### src/rtl/mam3_pkg.sv
package mam3_pkg;

    // default matrix dimension
    localparam int SIZE_DEF = 3;

    // field widths
    localparam int KIND_W  = 2;
    localparam int IDX_W   = 2;
    localparam int DATA_W  = 32;

    // stream word widths, packed fields padded to whole bytes
    localparam int IN_FIELDS_W  = 2 * IDX_W + DATA_W;
    localparam int IN_TDATA_W   = ((IN_FIELDS_W + 7) / 8) * 8;
    localparam int OUT_FIELDS_W = 2 * IDX_W + DATA_W;
    localparam int OUT_TDATA_W  = ((OUT_FIELDS_W + 7) / 8) * 8;

    // item kinds
    typedef enum logic [KIND_W-1:0] {
        KIND_LOAD_A = 2'd0,
        KIND_LOAD_B = 2'd1,
        KIND_SUM    = 2'd2,
        KIND_PROD   = 2'd3
    } kind_t;

    // sequencer states
    typedef enum logic [1:0] {
        ST_IDLE,
        ST_HOLD,
        ST_ISSUE,
        ST_DRAIN
    } state_t;

endpackage

### src/rtl/matrix_add_multiply_3x3_core.sv
// load word: written straight into the A or B memory in its accept cycle
// sum: each element waits for the output slot, then is read, added and emitted
// product: each element makes one read of A and B per
// multiply-accumulate step through the shared multiplier
// input is held off (tready low) from a compute word until its last element is made
// reset (rst_n, async, active low) clears control; matrix memories stay undefined
module matrix_add_multiply_3x3_core #(
    parameter int SIZE = mam3_pkg::SIZE_DEF
) (
    input  logic                            clk,
    input  logic                            rst_n,
    input  logic                            s_axis_tvalid,
    output logic                            s_axis_tready,
    // row [1:0], col [3:2], value [35:4], zero pad
    input  logic [mam3_pkg::IN_TDATA_W-1:0] s_axis_tdata,
    // kind [1:0]
    input  logic [mam3_pkg::KIND_W-1:0]     s_axis_tuser,
    output logic                            m_axis_tvalid,
    input  logic                            m_axis_tready,
    // out_row [1:0], out_col [3:2], result_value [35:4], zero pad
    output logic [mam3_pkg::OUT_TDATA_W-1:0] m_axis_tdata,
    output logic                            m_axis_tlast
);

    import mam3_pkg::*;

    localparam int CELLS   = SIZE * SIZE;
    localparam int AW      = $clog2(CELLS);
    localparam int IW      = $clog2(SIZE);
    localparam int OUT_PAD = OUT_TDATA_W - OUT_FIELDS_W;

    // input word fields
    logic [IDX_W-1:0]  in_row;
    logic [IDX_W-1:0]  in_col;
    logic [DATA_W-1:0] in_value;
    kind_t             in_kind;
    logic              in_acc;
    logic              in_range;
    logic              is_compute;

    state_t state_reg, state_next;

    // walk counters
    logic [IW-1:0] r_reg, r_next;
    logic [IW-1:0] c_reg, c_next;
    logic [IW-1:0] k_reg, k_next;
    logic          op_sum_reg, op_sum_next;

    // pipeline
    logic              rd_v_reg, rd_first_reg, rd_last_reg;
    logic              prod_v_reg, prod_first_reg, prod_last_reg;
    logic [DATA_W-1:0] prod_reg;
    logic [DATA_W-1:0] acc_reg;
    logic [DATA_W-1:0] acc_sum;

    // output register
    logic              m_valid_reg;
    logic [IDX_W-1:0]  m_row_reg;
    logic [IDX_W-1:0]  m_col_reg;
    logic [DATA_W-1:0] m_value_reg;
    logic              m_last_reg;

    // memory ports
    logic              we_a, we_b;
    logic [AW-1:0]     waddr;
    logic [AW-1:0]     a_raddr, b_raddr;
    logic [DATA_W-1:0] a_rdata, b_rdata;

    logic issue;
    logic k_last;
    logic cell_done;
    logic cell_last;
    logic out_free;
    logic out_take;

    // unpack input word
    assign in_row   = s_axis_tdata[IDX_W-1:0];
    assign in_col   = s_axis_tdata[2*IDX_W-1:IDX_W];
    assign in_value = s_axis_tdata[IN_FIELDS_W-1:2*IDX_W];
    assign in_kind  = kind_t'(s_axis_tuser);

    assign in_acc     = s_axis_tvalid && s_axis_tready;
    assign in_range   = (int'(in_row) < SIZE) && (int'(in_col) < SIZE);
    assign is_compute = (in_kind == KIND_SUM) || (in_kind == KIND_PROD);

    // load path writes in the accept cycle; reads only run outside idle
    assign waddr = AW'(int'(in_row) * SIZE + int'(in_col));
    assign we_a  = in_acc && in_range && (in_kind == KIND_LOAD_A);
    assign we_b  = in_acc && in_range && (in_kind == KIND_LOAD_B);

    // sum reads A[r][c] and B[r][c]; product reads A[r][k] and B[k][c]
    assign a_raddr = AW'(int'(r_reg) * SIZE + int'(op_sum_reg ? c_reg : k_reg));
    assign b_raddr = AW'(int'(op_sum_reg ? r_reg : k_reg) * SIZE + int'(c_reg));

    mam3_ram #(
        .WIDTH (DATA_W),
        .DEPTH (CELLS)
    ) u_ram_a (
        .clk   (clk),
        .we    (we_a),
        .waddr (waddr),
        .wdata (in_value),
        .raddr (a_raddr),
        .rdata (a_rdata)
    );

    mam3_ram #(
        .WIDTH (DATA_W),
        .DEPTH (CELLS)
    ) u_ram_b (
        .clk   (clk),
        .we    (we_b),
        .waddr (waddr),
        .wdata (in_value),
        .raddr (b_raddr),
        .rdata (b_rdata)
    );

    // status
    assign k_last    = op_sum_reg || (k_reg == IW'(SIZE - 1));
    assign cell_done = prod_v_reg && prod_last_reg;
    assign cell_last = (r_reg == IW'(SIZE - 1)) && (c_reg == IW'(SIZE - 1));
    assign out_take  = m_valid_reg && m_axis_tready;
    assign out_free  = !m_valid_reg || m_axis_tready;
    assign acc_sum   = prod_first_reg ? prod_reg : acc_reg + prod_reg;

    // next state
    always_comb
    begin
        state_next = state_reg;
        unique case (state_reg)
            ST_IDLE:
            begin
                if (in_acc && is_compute)
                begin
                    state_next = ST_HOLD;
                end
            end
            ST_HOLD:
            begin
                if (out_free)
                begin
                    state_next = ST_ISSUE;
                end
            end
            ST_ISSUE:
            begin
                if (k_last)
                begin
                    state_next = ST_DRAIN;
                end
            end
            ST_DRAIN:
            begin
                if (cell_done)
                begin
                    state_next = cell_last ? ST_IDLE : ST_HOLD;
                end
            end
            default:
            begin
                state_next = ST_IDLE;
            end
        endcase
    end

    // state outputs
    always_comb
    begin
        s_axis_tready = 1'b0;
        issue         = 1'b0;
        unique case (state_reg)
            ST_IDLE:  s_axis_tready = 1'b1;
            ST_HOLD:  issue         = 1'b0;
            ST_ISSUE: issue         = 1'b1;
            ST_DRAIN: issue         = 1'b0;
            default:  issue         = 1'b0;
        endcase
    end

    // counter updates
    always_comb
    begin
        r_next      = r_reg;
        c_next      = c_reg;
        k_next      = k_reg;
        op_sum_next = op_sum_reg;
        if (in_acc && is_compute)
        begin
            r_next      = '0;
            c_next      = '0;
            k_next      = '0;
            op_sum_next = (in_kind == KIND_SUM);
        end
        if (issue)
        begin
            k_next = k_last ? '0 : k_reg + 1'b1;
        end
        if (cell_done)
        begin
            if (c_reg == IW'(SIZE - 1))
            begin
                c_next = '0;
                r_next = (r_reg == IW'(SIZE - 1)) ? '0 : r_reg + 1'b1;
            end
            else
            begin
                c_next = c_reg + 1'b1;
            end
        end
    end

    // control registers
    always_ff @(posedge clk or negedge rst_n)
    begin
        if (!rst_n)
        begin
            state_reg     <= ST_IDLE;
            r_reg         <= '0;
            c_reg         <= '0;
            k_reg         <= '0;
            op_sum_reg    <= 1'b0;
            rd_v_reg      <= 1'b0;
            rd_first_reg  <= 1'b0;
            rd_last_reg   <= 1'b0;
            prod_v_reg    <= 1'b0;
            prod_first_reg <= 1'b0;
            prod_last_reg <= 1'b0;
            m_valid_reg   <= 1'b0;
        end
        else
        begin
            state_reg      <= state_next;
            r_reg          <= r_next;
            c_reg          <= c_next;
            k_reg          <= k_next;
            op_sum_reg     <= op_sum_next;
            rd_v_reg       <= issue;
            rd_first_reg   <= (k_reg == '0);
            rd_last_reg    <= k_last;
            prod_v_reg     <= rd_v_reg;
            prod_first_reg <= rd_first_reg;
            prod_last_reg  <= rd_last_reg;
            if (cell_done)
            begin
                m_valid_reg <= 1'b1;
            end
            else if (out_take)
            begin
                m_valid_reg <= 1'b0;
            end
        end
    end

    // datapath: add or multiply, then accumulate
    always_ff @(posedge clk)
    begin
        if (rd_v_reg)
        begin
            prod_reg <= op_sum_reg ? a_rdata + b_rdata : a_rdata * b_rdata;
        end
        if (prod_v_reg)
        begin
            acc_reg <= acc_sum;
        end
        if (cell_done)
        begin
            m_row_reg   <= IDX_W'(r_reg);
            m_col_reg   <= IDX_W'(c_reg);
            m_value_reg <= acc_sum;
            m_last_reg  <= cell_last;
        end
    end

    assign m_axis_tvalid = m_valid_reg;
    assign m_axis_tlast  = m_last_reg;
    assign m_axis_tdata  = {{OUT_PAD{1'b0}}, m_value_reg, m_col_reg, m_row_reg};

    // pipeline is empty whenever the sequencer is idle
    a_idle_empty: assert property (@(posedge clk) disable iff (!rst_n)
        (state_reg == ST_IDLE) |-> (!rd_v_reg && !prod_v_reg))
        else $error("pipeline busy while idle");

    // a finished element never lands on an occupied output register
    a_out_slot: assert property (@(posedge clk) disable iff (!rst_n)
        cell_done |-> (!m_valid_reg || m_axis_tready))
        else $error("output overrun");

    // the last element leaves the walk counters wrapped to zero
    a_last_wrap: assert property (@(posedge clk) disable iff (!rst_n)
        (m_valid_reg && m_last_reg) |-> (r_reg == '0 && c_reg == '0))
        else $error("walk counters not wrapped after last element");

    // reads are only issued while input is held off
    a_no_load_during_walk: assert property (@(posedge clk) disable iff (!rst_n)
        (issue || rd_v_reg || prod_v_reg) |-> !s_axis_tready)
        else $error("input open during a compute walk");

endmodule

### src/rtl/mam3_ram.sv
module mam3_ram #(
    parameter int WIDTH = 32,
    parameter int DEPTH = 9
) (
    input  logic                     clk,
    input  logic                     we,
    input  logic [$clog2(DEPTH)-1:0] waddr,
    input  logic [WIDTH-1:0]         wdata,
    input  logic [$clog2(DEPTH)-1:0] raddr,
    output logic [WIDTH-1:0]         rdata
);

    logic [WIDTH-1:0] mem [DEPTH];

    // one write port, one registered read port
    always_ff @(posedge clk)
    begin
        if (we)
        begin
            mem[waddr] <= wdata;
        end
        rdata <= mem[raddr];
    end

endmodule
### config.mk
export PLATFORM = sky130hd
export DESIGN_NAME = matrix_add_multiply_3x3_core
export DESIGN_NICKNAME = d
export VERILOG_FILES = /design/src/rtl/mam3_pkg.sv /design/src/rtl/matrix_add_multiply_3x3_core.sv /design/src/rtl/mam3_ram.sv
export SDC_FILE = /design/constraint.sdc
export NUM_CORES = 2
export LEC_CHECK = 0
export BUFFER_PORTS_ARGS = -buffer_cell sky130_fd_sc_hd__buf_2
export CORE_ASPECT_RATIO = 1.5
export CORE_MARGIN = 1.5
export CORE_UTILIZATION = 60
export DETAILED_ROUTE_END_ITERATION = 7
export PLACE_DENSITY = 0.81
export RECOVER_POWER = 50
export SETUP_SLACK_MARGIN = 0.02
export SLEW_MARGIN = 20
export SYNTH_ARGS = -nofsm -noshare
export SYNTH_HDL_FRONTEND = slang
export SYNTH_SLANG_ARGS = --single-unit
### constraint.sdc
create_clock -name clk -period 21.4 [get_ports clk]
set_clock_uncertainty 0.05 [all_clocks]
set_input_delay 2.14 -clock clk [delete_from_list [all_inputs] [get_ports clk]]
set_output_delay 2.14 -clock clk [all_outputs]
set_load 0.01 [all_outputs]
==> impl_metrics.py <==
metrics = {
    "floorplanning": {
        "rows": 124,
        "io_pins": 89,
        "start_util_pct": 60.58,
        "die_area_sq_um": 78780,
        "die_y_microns": 343,
        "core_sq_um": 76330,
        "dieWidth_microns": 229.7,
    },
    "worst_setup_path": {
        "cp_slowest_cell": "dfxtp_2",
        "slowest_delay_ps": 860,
        "cp_num_buf_inv": 2,
        "worstPathMaxFanout": 26,
        "crit_start": "u_ram_a.rdata[6]",
        "cp.required_ps": 21580,
        "arrival_ps": 8210,
        "endpoint": "prod_reg[24]",
        "crit_cells": 21,
        "r2r-start": "u_ram_a.rdata[6]",
        "startpoint_type": "flop",
        "setup.worst_path.class": "reg2reg",
        "end_kind": "flop",
        "path_delay_family": "adder cells",
        "timing.rr.end": "prod_reg[24]",
        "worst-r2r-cell-count": 21,
        "r2r_slack_ps": 13370,
        "cp_common_cell": "fa_1",
        "cp_cell_sequence": "ha_1, fa_1, fa_1, inv_1, fa_1, fa_1, inv_1, ha_1, ha_1, fa_1, fa_1, ha_1, o21ai_0, nor2_1, a2111o_1, a21oi_1, nand2b_1, a21oi_1, o31ai_1, xnor2_1, o21ai_0",
    },
    "synthesis": {
        "avgSynthCellArea_sq_um": 13.25,
        "synth-seq-cells": 757,
        "synth_edf_count": 677,
        "yosysSeqAreaShare_pct": 47.60,
        "synthFlopType": "edfxtp_1",
        "synth.area.top_cells": "edfxtp_1 44%, fa_1 18%, mux4_2 6.2%, ha_1 5.4%, and2_1 4.1%",
        "synth_cell_types": 75,
        "ys_warn_count": 0,
        "syn_area_sq_um": 46240,
        "synthArstFlopShare_pct": 2.114,
        "synthCells": 3491,
        "synth_top_cell_by_area": "edfxtp_1",
        "synth_top_area_share_pct": 43.96,
    },
    "detailed_routing": {
        "highest_layer": "met5",
        "wirelength_microns": 110700,
        "met3_length_microns": 8168,
        "vias": 28232,
        "drc": 0,
        "wl_met2_microns": 57800,
        "vias_per_cell": 6.127,
        "drt_iter0_markers": 2293,
        "post_drt_wl_per_cell_microns": 24.03,
        "ant_nets": 0,
        "met1_length_microns": 36910,
        "dr.pass1.iters": 7,
    },
    "clocking": {
        "cts_hold_buffers": 0,
        "cts_tree": "yes",
        "htreeDepth": 3,
        "cts_setup_buffers": 0,
        "clk_latency_ps": 620,
        "cts_resized": 0,
        "cts.sinks": 757,
        "clockBufferDepth": 3,
        "root_buffer": "clkbuf_16",
        "clkTransAtPathRegs_ps": 60,
        "numCtsBuffers": 68,
    },
    "global_route": {
        "grt_max_degree": 65,
        "grtUsageTotal_pct": 29.12,
        "grt_pass1_wl_microns": 171500,
        "antenna_found_initial": 1,
        "grt_pass1_vias": 30445,
        "grt-ovfl-total": 0,
    },
    "timing": {
        "rsz0062_at_grt": "false",
        "period_share_pct": 37.52,
        "hold_viol_final": 0,
        "slew_headroom_pct": -40.32,
        "finalSetupViolCount": 0,
        "tightest_slew_ps": 2105,
        "drv_slew": 213,
        "max_freq_mhz": 124.6,
        "period_minus_slack_ps": 8029,
        "tns_ps": 0,
    },
    "cells_and_area": {
        "final_cell_mix": "677 x edfxtp_1, 414 x fa_1, 411 x inv_1, 371 x nand2_1, 303 x and2_1",
        "antenna_cells": 0,
        "drive_above_1_share_pct": 10.44,
        "fill_cells": 5414,
        "area_growth_pct": 8.245,
        "multi_input_area_sq_um": 22270,
        "reg_top3": "u_ram_a.mem: 288 flops, u_ram_b.mem: 288 flops",
        "mostFrequentLayoutCell": "edfxtp_1",
        "fin_nets": 4210,
        "ff_latch_area_sq_um": 22010,
    },
    "placement": {
        "gpl.final_weighted_congestion": 0.9192,
        "dpl.hpwl_microns": 71020,
        "portBuffers": 80,
    },
    "flow_run": {
        "drv_cap": 5,
    },
    "outcome": {
        "status": "complete, but fails checks",
        "violations": "capacitance limit, slew limit",
    },
    "worst_hold_path": {
        "hold_path_class": "reg2reg",
    },
}
stage by stage:
step,hold slack [ps],cell area [sq um],setup slack (ps),cells,util [%]
floorplan,281.2,46250,14460,3494,-
global placement,283.9,47920,13510,4485,62.78
detailed placement,286.4,47920,13460,4485,62.78
CTS,299.3,50120,13440,4608,65.66
global route,300.1,50050,13100,4608,65.57
finish,298.3,50050,13370,4608,65.57
worst min path at each step:
stage	cells after the start	slack, ps	from	to
CTS	0	300	rd_last_reg	prod_last_reg
detailed placement	0	290	rd_last_reg	prod_last_reg
global route	0	300	rd_last_reg	prod_last_reg
global placement	0	280	rd_last_reg	prod_last_reg
floorplan	0	280	rd_first_reg	prod_first_reg
finish	0	300	rd_last_reg	prod_last_reg
worst register-to-register path, stage by stage, from the launching register on:
cell	delay (ps)
dfxtp_2	860
ha_1	580
fa_1	520
fa_1	510
inv_1	60
fa_1	470
fa_1	480
inv_1	50
ha_1	270
ha_1	290
fa_1	520
fa_1	440
ha_1	350
o21ai_0	230
nor2_1	130
a2111o_1	430
a21oi_1	390
nand2b_1	110
a21oi_1	260
o31ai_1	140
xnor2_1	290
o21ai_0	250
cell usage after synthesis, drive strengths merged (68+ instances only):
cell and number:
edfxtp 677, a21oi 73, inv 411, o21ai 162, and2 304, fa 416, mux2i 68, nand2 371
mux4 128, nor2 73, xnor2 85, ha 201, clkbuf 121
cell type report:
class,count,area share (%)
Multi-Input combinational cell,2173,44.50
Sequential cell,757,43.98
Clock buffer,95,3.905
Inverter,411,3.082
Tap cell,1008,2.520
Timing Repair Buffer,136,1.525
Clock inverter,28,0.4900
cell families after synthesis:
kind of cell             synth area share (%)
adder cells (fa/ha/maj)                 23.45
multiplexers                            7.852
AND/OR/NAND/NOR                         9.070
other                                0.008110
buffers and inverters                   4.627
XOR/XNOR                                2.481
AO/OA/AOI/OAI                           4.911
flip-flops                              47.60
per-layer routing:
metal,track usage [%],vias to the layer above
li1,-,12047
met1,32.46,14236
met2,51.69,1457
met3,4.978,490
met4,18.60,2
met5,0,-
Power is left out: the tool's default activity adds up to more than one toggle a clock period on the data nets, which glitch-free logic cannot reach.
